## src/rtl/imuoc_pkg.sv

```systemverilog
package imuoc_pkg;

	localparam int NUM_AXES          = 6;
	localparam int AXIS_W            = 3;
	localparam int SAMPLE_W          = 16;
	localparam int SUM_W             = 26;
	// Largest round sum magnitude is 500 * 32768, which fits 25 bits.
	localparam int MAG_W             = 25;
	localparam int SAMPLES_PER_ROUND = 500;
	localparam int CNT_W             = 9;
	// A mean never exceeds 32768 in magnitude.
	localparam int QUO_W             = 17;
	// Deviation covers mean minus up to 32767 counts of gravity.
	localparam int DEV_W             = 18;
	localparam int TOL_W             = 8;
	localparam int GRAV_W            = 15;

	// Reciprocal of the round length, rounded up. With the shift at least MAG_W plus the
	// bits of the round length, the rounding error times any dividend below 2**MAG_W stays
	// under one unit of the shift, so the shifted product is the exact quotient.
	localparam int     RECIP_SHIFT = MAG_W + CNT_W;
	localparam longint RECIP_L     = ((longint'(1) << RECIP_SHIFT) + SAMPLES_PER_ROUND - 1)
		/ SAMPLES_PER_ROUND;
	localparam int     RECIP_W     = $clog2(RECIP_L + 1);
	localparam int     PROD_W      = MAG_W + RECIP_W;
	localparam logic [RECIP_W-1:0] RECIP = RECIP_W'(RECIP_L);

	localparam logic [CNT_W:0]    ROUND_LEN   = (CNT_W + 1)'(SAMPLES_PER_ROUND);

	// Axis order: accel X, Y, Z, gyro X, Y, Z.
	localparam logic [AXIS_W-1:0] AXIS_FIRST   = 3'd0;
	localparam logic [AXIS_W-1:0] AXIS_ACCEL_Z = 3'd2;
	localparam logic [AXIS_W-1:0] AXIS_GYRO_X  = 3'd3;
	localparam logic [AXIS_W-1:0] AXIS_LAST    = AXIS_W'(NUM_AXES - 1);

	localparam int CFG_IDX_W = 2;
	localparam logic [CFG_IDX_W-1:0] CFG_GYRO_TOL  = 2'd0;
	localparam logic [CFG_IDX_W-1:0] CFG_ACCEL_TOL = 2'd1;
	localparam logic [CFG_IDX_W-1:0] CFG_GRAVITY   = 2'd2;

	localparam logic [TOL_W-1:0]  GYRO_TOL_RST  = 8'd1;
	localparam logic [TOL_W-1:0]  ACCEL_TOL_RST = 8'd5;
	localparam logic [GRAV_W-1:0] GRAVITY_RST   = 15'd16384;

	typedef logic [NUM_AXES-1:0][SAMPLE_W-1:0] axis_vec_t;

	typedef struct packed {
		logic               capture;
		logic               clear;
		logic               corr_en;
		logic               sum_en;
		logic               upd_en;
		logic               first;
		logic [AXIS_W-1:0]  axis;
	} dp_ctrl_t;

endpackage

```

## src/rtl/imuoc_div.sv

```systemverilog
// Divides by the fixed round length with one multiply by its reciprocal; the quotient
// is registered and flagged done on the cycle after start.
module imuoc_div (
	input  logic                          clk,
	input  logic                          arst_n,
	input  logic                          start,
	input  logic [imuoc_pkg::MAG_W-1:0]   dividend,
	output logic                          done,
	output logic [imuoc_pkg::QUO_W-1:0]   quo
);

	logic [imuoc_pkg::PROD_W-1:0] prod;
	logic                         done_q;
	logic [imuoc_pkg::QUO_W-1:0]  quo_q;

	assign prod = {{imuoc_pkg::RECIP_W{1'b0}}, dividend}
		* {{imuoc_pkg::MAG_W{1'b0}}, imuoc_pkg::RECIP};

	always_ff @(posedge clk or negedge arst_n) begin
		if (!arst_n) begin
			done_q <= 1'b0;
		end else begin
			done_q <= start;
		end
	end

	always_ff @(posedge clk) begin
		if (start) begin
			quo_q <= prod[imuoc_pkg::RECIP_SHIFT +: imuoc_pkg::QUO_W];
		end
	end

	assign done = done_q;
	assign quo  = quo_q;

endmodule

```

## src/rtl/imuoc_dp.sv

```systemverilog
// Per-axis storage with one shared 16-bit adder for correction and offset update.
module imuoc_dp (
	input  logic                           clk,
	input  logic                           arst_n,
	input  imuoc_pkg::dp_ctrl_t            ctrl,
	input  imuoc_pkg::axis_vec_t           raw_in,
	input  logic [imuoc_pkg::TOL_W-1:0]    accel_tol,
	input  logic [imuoc_pkg::TOL_W-1:0]    gyro_tol,
	input  logic [imuoc_pkg::GRAV_W-1:0]   grav,
	input  logic [imuoc_pkg::QUO_W-1:0]    quo,
	output imuoc_pkg::axis_vec_t           corr,
	output logic [imuoc_pkg::MAG_W-1:0]    sum_mag,
	output logic                           pass
);

	imuoc_pkg::axis_vec_t raw_q;
	imuoc_pkg::axis_vec_t off_q;
	imuoc_pkg::axis_vec_t corr_q;
	logic [imuoc_pkg::NUM_AXES-1:0][imuoc_pkg::SUM_W-1:0] sum_q;

	logic [imuoc_pkg::SAMPLE_W-1:0] off_sel;
	logic [imuoc_pkg::SAMPLE_W-1:0] add_a;
	logic [imuoc_pkg::SAMPLE_W-1:0] add_b;
	logic [imuoc_pkg::SAMPLE_W-1:0] add_y;
	logic [imuoc_pkg::SUM_W-1:0]    sum_sel;
	logic [imuoc_pkg::SUM_W-1:0]    sum_abs;
	logic [imuoc_pkg::SUM_W-1:0]    sum_next;
	logic                           sum_neg;
	logic [imuoc_pkg::DEV_W-1:0]    q_ext;
	logic [imuoc_pkg::DEV_W-1:0]    mean;
	logic [imuoc_pkg::DEV_W-1:0]    dev;
	logic [imuoc_pkg::DEV_W-1:0]    dev_abs;
	logic [imuoc_pkg::TOL_W-1:0]    tol;

	assign off_sel = off_q[ctrl.axis];

	// Correction is raw minus offset; the update is offset plus deviation.
	assign add_a = ctrl.upd_en ? dev[imuoc_pkg::SAMPLE_W-1:0] : raw_q[ctrl.axis];
	assign add_b = ctrl.upd_en ? off_sel : ~off_sel;
	assign add_y = add_a + add_b + {{(imuoc_pkg::SAMPLE_W-1){1'b0}}, !ctrl.upd_en};

	assign sum_sel  = sum_q[ctrl.axis];
	assign sum_neg  = sum_sel[imuoc_pkg::SUM_W-1];
	assign sum_abs  = sum_neg ? (~sum_sel + 1'b1) : sum_sel;
	assign sum_mag  = sum_abs[imuoc_pkg::MAG_W-1:0];
	assign sum_next = sum_sel
		+ {{(imuoc_pkg::SUM_W-imuoc_pkg::SAMPLE_W){add_y[imuoc_pkg::SAMPLE_W-1]}}, add_y};

	// The mean truncates toward zero, so the sign is applied after division.
	assign q_ext   = {1'b0, quo};
	assign mean    = sum_neg ? (~q_ext + 1'b1) : q_ext;
	assign dev     = (ctrl.axis == imuoc_pkg::AXIS_ACCEL_Z)
		? mean - {{(imuoc_pkg::DEV_W-imuoc_pkg::GRAV_W){1'b0}}, grav} : mean;
	assign dev_abs = dev[imuoc_pkg::DEV_W-1] ? (~dev + 1'b1) : dev;
	assign tol     = (ctrl.axis < imuoc_pkg::AXIS_GYRO_X) ? accel_tol : gyro_tol;
	assign pass    = dev_abs < {{(imuoc_pkg::DEV_W-imuoc_pkg::TOL_W){1'b0}}, tol};

	always_ff @(posedge clk or negedge arst_n) begin
		if (!arst_n) begin
			off_q <= '0;
			sum_q <= '0;
		end else if (ctrl.clear) begin
			off_q <= '0;
			sum_q <= '0;
		end else begin
			if (ctrl.corr_en && ctrl.sum_en) begin
				sum_q[ctrl.axis] <= sum_next;
			end
			if (ctrl.upd_en) begin
				sum_q[ctrl.axis] <= '0;
				if (ctrl.first) begin
					off_q[ctrl.axis] <= dev[imuoc_pkg::SAMPLE_W-1:0];
				end else if (!pass) begin
					off_q[ctrl.axis] <= add_y;
				end
			end
		end
	end

	always_ff @(posedge clk) begin
		if (ctrl.capture) begin
			raw_q <= raw_in;
		end
		if (ctrl.corr_en) begin
			corr_q[ctrl.axis] <= add_y;
		end
	end

	assign corr = corr_q;

endmodule

```

## src/rtl/imu_offset_calibrator.sv

```systemverilog
// Channel   Direction  Handshake              Payload
// in        input      in_valid / in_stall    action, accel_x..z, gyro_x..z
// out       output     out_valid / out_stall  corr_accel_x..z, corr_gyro_x..z, flags
// cfg       input      cfg_valid / cfg_ready  cfg_index, cfg_data
//
// A sample transaction is accepted, runs the axis loop through the shared adder, is
// counted and then loads the output register.
// The last sample of a round adds, for each axis, a state to start the divide by the
// round length, one while the reciprocal-multiply quotient is registered, and one for
// the offset update.
// A start transaction is absorbed in its acceptance cycle and returns no result.
// in_stall is high while an item is being worked on; a finished result waits in the
// output register, so the next item may be accepted while out_stall holds it.
// Reset clears the offsets, sums, round count and internal state flags (not the held output
// flags) and restores the register defaults; the configuration port is always ready.
module imu_offset_calibrator (
	input  logic                                  clk,
	input  logic                                  arst_n,
	input  logic                                  in_valid,
	output logic                                  in_stall,
	input  logic                                  action,
	input  logic signed [imuoc_pkg::SAMPLE_W-1:0] accel_x,
	input  logic signed [imuoc_pkg::SAMPLE_W-1:0] accel_y,
	input  logic signed [imuoc_pkg::SAMPLE_W-1:0] accel_z,
	input  logic signed [imuoc_pkg::SAMPLE_W-1:0] gyro_x,
	input  logic signed [imuoc_pkg::SAMPLE_W-1:0] gyro_y,
	input  logic signed [imuoc_pkg::SAMPLE_W-1:0] gyro_z,
	output logic                                  out_valid,
	input  logic                                  out_stall,
	output logic signed [imuoc_pkg::SAMPLE_W-1:0] corr_accel_x,
	output logic signed [imuoc_pkg::SAMPLE_W-1:0] corr_accel_y,
	output logic signed [imuoc_pkg::SAMPLE_W-1:0] corr_accel_z,
	output logic signed [imuoc_pkg::SAMPLE_W-1:0] corr_gyro_x,
	output logic signed [imuoc_pkg::SAMPLE_W-1:0] corr_gyro_y,
	output logic signed [imuoc_pkg::SAMPLE_W-1:0] corr_gyro_z,
	output logic                                  calibrating,
	output logic                                  calibration_done,
	input  logic                                  cfg_valid,
	output logic                                  cfg_ready,
	input  logic [imuoc_pkg::CFG_IDX_W-1:0]       cfg_index,
	input  logic [imuoc_pkg::GRAV_W-1:0]          cfg_data
);

	localparam logic [2:0] ST_IDLE    = 3'd0;
	localparam logic [2:0] ST_CORR    = 3'd1;
	localparam logic [2:0] ST_COUNT   = 3'd2;
	localparam logic [2:0] ST_DIV     = 3'd3;
	localparam logic [2:0] ST_WAIT    = 3'd4;
	localparam logic [2:0] ST_UPD     = 3'd5;
	localparam logic [2:0] ST_DELIVER = 3'd6;

	logic [2:0]                       state_q;
	logic [imuoc_pkg::AXIS_W-1:0]     axis_q;
	logic [imuoc_pkg::CNT_W-1:0]      cnt_q;
	logic                             active_q;
	logic                             first_q;
	logic                             finished_q;
	logic                             all_pass_q;
	logic [imuoc_pkg::TOL_W-1:0]      gyro_tol_q;
	logic [imuoc_pkg::TOL_W-1:0]      accel_tol_q;
	logic [imuoc_pkg::GRAV_W-1:0]     grav_q;
	logic                             out_valid_q;
	imuoc_pkg::axis_vec_t             out_corr_q;
	logic                             out_cal_q;
	logic                             out_done_q;

	logic                             in_take;
	logic                             out_take;
	logic                             out_load;
	logic [imuoc_pkg::CNT_W:0]        cnt_inc;
	logic                             round_end;
	imuoc_pkg::dp_ctrl_t              ctrl;
	imuoc_pkg::axis_vec_t             raw_in;
	imuoc_pkg::axis_vec_t             corr;
	logic [imuoc_pkg::MAG_W-1:0]      sum_mag;
	logic                             pass;
	logic                             div_start;
	logic                             div_done;
	logic [imuoc_pkg::QUO_W-1:0]      quo;

	assign in_stall  = state_q != ST_IDLE;
	assign in_take   = in_valid && !in_stall;
	assign out_take  = out_valid_q && !out_stall;
	// The output register is loaded only when it is empty or being emptied now.
	assign out_load  = (state_q == ST_DELIVER) && (!out_valid_q || !out_stall);
	assign cnt_inc   = {1'b0, cnt_q} + 1'b1;
	assign round_end = cnt_inc >= imuoc_pkg::ROUND_LEN;
	assign div_start = state_q == ST_DIV;
	assign cfg_ready = 1'b1;

	assign raw_in = {gyro_z, gyro_y, gyro_x, accel_z, accel_y, accel_x};

	always_comb begin
		ctrl         = '0;
		ctrl.axis    = axis_q;
		ctrl.first   = first_q;
		ctrl.capture = in_take && !action;
		ctrl.clear   = in_take && action;
		ctrl.corr_en = state_q == ST_CORR;
		ctrl.sum_en  = active_q;
		ctrl.upd_en  = state_q == ST_UPD;
	end

	// Configuration registers.
	always_ff @(posedge clk or negedge arst_n) begin
		if (!arst_n) begin
			gyro_tol_q  <= imuoc_pkg::GYRO_TOL_RST;
			accel_tol_q <= imuoc_pkg::ACCEL_TOL_RST;
			grav_q      <= imuoc_pkg::GRAVITY_RST;
		end else if (cfg_valid && cfg_ready) begin
			case (cfg_index)
				imuoc_pkg::CFG_GYRO_TOL: begin
					gyro_tol_q <= cfg_data[imuoc_pkg::TOL_W-1:0];
				end
				imuoc_pkg::CFG_ACCEL_TOL: begin
					accel_tol_q <= cfg_data[imuoc_pkg::TOL_W-1:0];
				end
				imuoc_pkg::CFG_GRAVITY: begin
					grav_q <= cfg_data;
				end
				default: begin
				end
			endcase
		end
	end

	// Sequencer: the axis loop, round bookkeeping and the per-axis divide and update.
	always_ff @(posedge clk or negedge arst_n) begin
		if (!arst_n) begin
			state_q    <= ST_IDLE;
			axis_q     <= imuoc_pkg::AXIS_FIRST;
			cnt_q      <= '0;
			active_q   <= 1'b0;
			first_q    <= 1'b0;
			finished_q <= 1'b0;
			all_pass_q <= 1'b0;
		end else begin
			case (state_q)
				ST_IDLE: begin
					if (in_take) begin
						axis_q <= imuoc_pkg::AXIS_FIRST;
						if (action) begin
							// A start restarts any calibration already running.
							cnt_q      <= '0;
							active_q   <= 1'b1;
							first_q    <= 1'b1;
							finished_q <= 1'b0;
						end else begin
							state_q <= ST_CORR;
						end
					end
				end
				ST_CORR: begin
					if (axis_q == imuoc_pkg::AXIS_LAST) begin
						state_q <= ST_COUNT;
					end else begin
						axis_q <= axis_q + 1'b1;
					end
				end
				ST_COUNT: begin
					axis_q     <= imuoc_pkg::AXIS_FIRST;
					all_pass_q <= 1'b1;
					if (active_q && round_end) begin
						cnt_q   <= '0;
						state_q <= ST_DIV;
					end else begin
						if (active_q) begin
							cnt_q <= cnt_inc[imuoc_pkg::CNT_W-1:0];
						end
						state_q <= ST_DELIVER;
					end
				end
				ST_DIV: begin
					state_q <= ST_WAIT;
				end
				ST_WAIT: begin
					if (div_done) begin
						state_q <= ST_UPD;
					end
				end
				ST_UPD: begin
					all_pass_q <= all_pass_q && pass;
					if (axis_q == imuoc_pkg::AXIS_LAST) begin
						// Passing is only judged from the second round onwards.
						if (!first_q && all_pass_q && pass) begin
							active_q   <= 1'b0;
							finished_q <= 1'b1;
						end
						first_q <= 1'b0;
						state_q <= ST_DELIVER;
					end else begin
						axis_q  <= axis_q + 1'b1;
						state_q <= ST_DIV;
					end
				end
				ST_DELIVER: begin
					if (out_load) begin
						state_q <= ST_IDLE;
					end
				end
				default: begin
					state_q <= ST_IDLE;
				end
			endcase
		end
	end

	// Output register: holds one finished result until the consumer takes it.
	always_ff @(posedge clk or negedge arst_n) begin
		if (!arst_n) begin
			out_valid_q <= 1'b0;
		end else if (out_load) begin
			out_valid_q <= 1'b1;
		end else if (out_take) begin
			out_valid_q <= 1'b0;
		end
	end

	always_ff @(posedge clk) begin
		if (out_load) begin
			out_corr_q <= corr;
			out_cal_q  <= active_q;
			out_done_q <= finished_q;
		end
	end

	imuoc_dp u_dp (
		.clk       (clk),
		.arst_n    (arst_n),
		.ctrl      (ctrl),
		.raw_in    (raw_in),
		.accel_tol (accel_tol_q),
		.gyro_tol  (gyro_tol_q),
		.grav      (grav_q),
		.quo       (quo),
		.corr      (corr),
		.sum_mag   (sum_mag),
		.pass      (pass)
	);

	imuoc_div u_div (
		.clk      (clk),
		.arst_n   (arst_n),
		.start    (div_start),
		.dividend (sum_mag),
		.done     (div_done),
		.quo      (quo)
	);

	assign out_valid        = out_valid_q;
	assign corr_accel_x     = out_corr_q[0];
	assign corr_accel_y     = out_corr_q[1];
	assign corr_accel_z     = out_corr_q[2];
	assign corr_gyro_x      = out_corr_q[3];
	assign corr_gyro_y      = out_corr_q[4];
	assign corr_gyro_z      = out_corr_q[5];
	assign calibrating      = out_cal_q;
	assign calibration_done = out_done_q;

	// A calibration cannot be both running and finished.
	a_flags_exclusive: assert property (@(posedge clk) disable iff (!arst_n)
		!(active_q && finished_q))
		else $error("calibration running and finished at once");

	// The offset update only follows a completed division.
	a_upd_after_div: assert property (@(posedge clk) disable iff (!arst_n)
		(state_q == ST_UPD) |-> $past(div_done))
		else $error("offset update without a finished division");

	// The round count always stays below the round length.
	a_cnt_range: assert property (@(posedge clk) disable iff (!arst_n)
		({1'b0, cnt_q} < imuoc_pkg::ROUND_LEN))
		else $error("round count out of range");

	// A start transaction opens a first round at once.
	a_start_sets: assert property (@(posedge clk) disable iff (!arst_n)
		(in_take && action) |=> (active_q && first_q && !finished_q && cnt_q == '0))
		else $error("start did not open a calibration");

	// A result is never overwritten before it has been taken.
	a_no_overwrite: assert property (@(posedge clk) disable iff (!arst_n)
		(out_valid_q && out_stall) |-> !out_load)
		else $error("output register overwritten while held");

endmodule
```

## config.mk

```make
export PLATFORM = sky130hd
export DESIGN_NAME = imu_offset_calibrator
export DESIGN_NICKNAME = d
export VERILOG_FILES = /design/src/rtl/imuoc_pkg.sv /design/src/rtl/imuoc_div.sv /design/src/rtl/imuoc_dp.sv /design/src/rtl/imu_offset_calibrator.sv
export SDC_FILE = /design/constraint.sdc
export NUM_CORES = 2
export LEC_CHECK = 0
export ABC_AREA = 0
export BUFFER_PORTS_ARGS = -buffer_cell sky130_fd_sc_hd__clkbuf_2
export CAP_MARGIN = 20
export CORE_ASPECT_RATIO = 1.25
export CORE_MARGIN = 3
export CORE_UTILIZATION = 41
export DETAILED_ROUTE_END_ITERATION = 8
export GPL_ROUTABILITY_DRIVEN = 0
export GPL_TIMING_DRIVEN = 0
export PLACE_DENSITY_LB_ADDON = 0.05
export SYNTH_ARGS = -nofsm -noshare
export SYNTH_HDL_FRONTEND = slang
export SYNTH_SLANG_ARGS = --single-unit
export TNS_END_PERCENT = 1
```

## constraint.sdc

```tcl
create_clock -name clk -period 11.2 [get_ports clk]
set_input_delay 1.12 -clock clk [delete_from_list [all_inputs] [get_ports clk]]
set_output_delay 1.12 -clock clk [all_outputs]
set_load 0.005 [all_outputs]
```

==> summary.txt <==
Place
  • DP HPWL: 98.2 mm
  • Post-DP Area: 0.0417 mm2
  • Placed Cells incl. Taps: 4892
  • Number of port buffers: 218

Floorplanning
  • Die X: 280 um
  • Number of I/O pins: 220
  • Area of the core: 0.0922 mm2
  • Initial Util: 41.7%
  • Die Span Y: 348 um
  • Rows: 124
  • DIE AREA: 0.0974 mm2

STA
  • Tmin final: 10830 ps
  • Hold slack: 406 ps
  • Final setup viols: 0
  • Fmax: 92.4 MHz
  • Fin crit share: 96.7%
  • Worst slew margin: 19.5%
  • Hold Vio Cnt, Final: 0
  • Max-slew violations: 0
  • Actual slew at the worst max-slew pin: 1200 ps
  • Worst Clk Skew: 38.4 ps

Cells and area
  • Area grow syn2layout: 14.7%
  • Share of layout cells above drive strength 1: 14.6%
  • FILL cells: 8574
  • # nets final: 4409
  • Post-route cell area: 0.0441 mm2
  • Finished Layout Cells: 5012
  • Finished Core Util: 47.8%

Logic synthesis
  • Post-synth top area share: 24.0%
  • Top FF cell, synth: edfxtp_1
  • Async SR Flop Fraction: 49.8%
  • Post-Syn Area: 0.0384 mm2
  • Top-count cell post-synth: inv_1
  • Warnings from Yosys: 0
  • Post-synthesis average cell area: 11.2 um2
  • Yosys cell types: 91
  • Top post-synthesis cells by area: edfxtp_1 (24%), dfrtp_1 (20%), fa_1 (11%), ha_1 (10%), inv_1 (3.9%)
  • EDFF count, synth: 307
  • Net Count, Synth: 4077
  • Synthesized flop and latch total: 611
  • Synth Instances: 3432
  • Leading area contributor after synthesis: edfxtp_1
  • Synth top cells by count: inv_1 (396), ha_1 (319), edfxtp_1 (307), dfrtp_1 (300), nand2_1 (287)
  • Register area share after synthesis: 43.8%

Job
  • # Max-Cap Violations: 0

Clock network
  • CTS Sinks: 611
  • Root Driver: clkbuf_16
  • Clock Path Buffers: 3
  • Clk pin slew, worst setup/hold paths: 70 ps
  • Cts hold-fix bufs: 0
  • Worst-Skew Late Latency: 670 ps
  • CTS tree: built
  • TritonCTS Buffers: 59
  • Clock H-tree levels: 2

Routing
  • Drt pass-1 iters: 6
  • First DRT Iteration DRCs: 2201
  • DR WL/cell: 25.4 um
  • Post-route ant nets: 0
  • Total Routed Length: 127 mm
  • DRC: 0
  • Via count: 28293
  • Via density per instance: 5.65

Critical path
  • R2R Setup Slk: 370 ps
  • CP Launch Point: axis_q[1]$_DFFE_PN0P_
  • Reg2reg end: u_div.quo[6]$_DFFE_PP_
  • Most common cell on crit path: fa_1
  • Crit path largest cell delay: 560 ps
  • Number of cells on the critical path: 36
  • Delay-heaviest family, CP: adder cells
  • Crit start category: register
  • Buf/Inv on CP: 8
  • Worst r2r src: axis_q[1]$_DFFE_PN0P_
  • Crit path kind: reg -> reg
  • Crit-path slowest cell: fa_1
  • WP data required: 11580 ps
  • Worst Path Arrival: 11210 ps
  • Critical Path Sink: u_div.quo[6]$_DFFE_PP_
  • CP Capture Type: register
  • FF-to-FF path depth: 36
  • Crit Path Max Fanout: 10

GRT
  • First-pass GRT wire length: 190 mm
  • Initial antenna violation count: 3
  • Largest net degree at the start of global routing: 102
  • Vias in the first global route: 29973
  • Grt ovf: 0
  • GRT Util Overall: 26.1%

Min path
  • Worst hold path type: in -> async

Run status
  • Status: finished, final reports clean
-- flip-flops by register name, indices dropped and copies added (netlist names), 3 cells and up --
register      count
cnt_q             9
grav_q           15
corr_accel_x     16
corr_gyro_z      16
axis_q            3
corr_gyro_x      16
u_dp.off_q       96
u_div.quo        17
corr_accel_z     16
state_q           3
gyro_tol_q        8
u_dp.raw_q       96
u_dp.corr        96
u_dp.sum_q      156
corr_gyro_y      16
corr_accel_y     16
accel_tol_q       8
-- worst register-to-register path, delay by kind of cell (launching register included) --
kind,cells,cell delay (ps)
muxes,1,260
xor gates and xnor gates,2,410
and+or+nand+nor,8,1610
buffers and inverters,8,1640
adders and majority gates,8,3760
DFF,1,470
AOI/OAI and AO/OA,9,2410
-- final cells by class --
cell class	instances	area (um2)	area share, %
multi-input cells	2288	19800	44.9
flip-flops and latches	611	16800	38.2
repair buffers	273	1760	3.98
clock buffers	84	1670	3.79
well taps	1197	1500	3.40
inverters	397	1490	3.39
plain buffers	134	677	1.54
clock inverters	25	335	0.761
diodes	3	7.51	0.0170
-- routing by layer --
| metal | track usage, % | vias to the layer above | wire length [um] |
|---|---|---|---|
| met1 | 30.5 | 14301 | 48200 |
| met3 | 3.61 | 258 | 6880 |
| met5 | 0 | - | 0 |
| met4 | 12.0 | 0 | 6080 |
| li1 | - | 12753 | - |
| met2 | 47.3 | 981 | 65900 |
-- repair_timing --
item	CTS	global route
endpoints found under the setup margin	47	46
buffers inserted	0	7
pin swaps	0	3
gates resized for setup	33	37
-- cells in the final DEF, fill, tap and decap left out, types with 10 or more instances in the layout --
master	netlist	routed
mux2_2	69	69
inv_1	396	395
o21a_1	10	10
and3_1	12	12
clkbuf_1	102	107
buf_8	0	12
mux2i_1	135	135
a22o_1	22	22
buf_4	1	20
nand3_1	57	56
dfrtp_1	300	299
nand2b_1	18	18
or3_1	21	20
xnor2_1	77	61
fa_1	207	207
a21oi_1	108	106
a22oi_1	173	173
nor2b_1	15	15
clkbuf_16	0	59
buf_6	3	23
nor3_1	36	35
ha_1	319	319
o22ai_1	28	28
a21boi_0	10	10
a21o_1	30	30
o21ai_0	130	126
xor2_1	40	34
o221ai_1	15	11
o211ai_1	27	27
xnor2_2	0	15
nand2_1	287	287
edfxtp_1	307	307
nand4_1	22	22
a31oi_1	16	16
nor2_1	242	235
clkbuf_8	0	11
clkbuf_2	0	226
-- cell families (layout without fill, tap and decap cells) --
logic type | Yosys count | in the layout | synth area share (%)
mux | 209 | 209 | 5.80
flops | 611 | 611 | 43.8
buf+inv | 533 | 913 | 5.56
fa+ha+maj | 526 | 526 | 21.2
compound gates | 668 | 668 | 11.8
other cells | 1 | 4 | 0.00977
xor+xnor | 117 | 117 | 2.67
simple gates | 767 | 767 | 9.13
-- worst min-delay path by stage --
stage | endpoint | cells after the start
finish | u_dp.off_q[58]$_DFFE_PN0P_ | 1
detailed placement | corr_accel_x[11]$_DFFE_PP_ | 0
floorplan | corr_accel_x[0]$_DFFE_PP_ | 0
CTS | u_dp.off_q[11]$_DFFE_PN0P_ | 1
global placement | corr_accel_x[15]$_DFFE_PP_ | 0
global route | u_dp.off_q[75]$_DFFE_PN0P_ | 1
-- metrics by stage --
stage,setup TNS [ps],worst slack [ps]
floorplan,0,1430
global placement,-316930,-2420
detailed placement,-26160,-1670
CTS,-960,-254
global route,-45.1,-40.7
finish,0,374
Power is not shown: default switching activity piles up to over one toggle a cycle in this logic, so the estimate is an artifact.
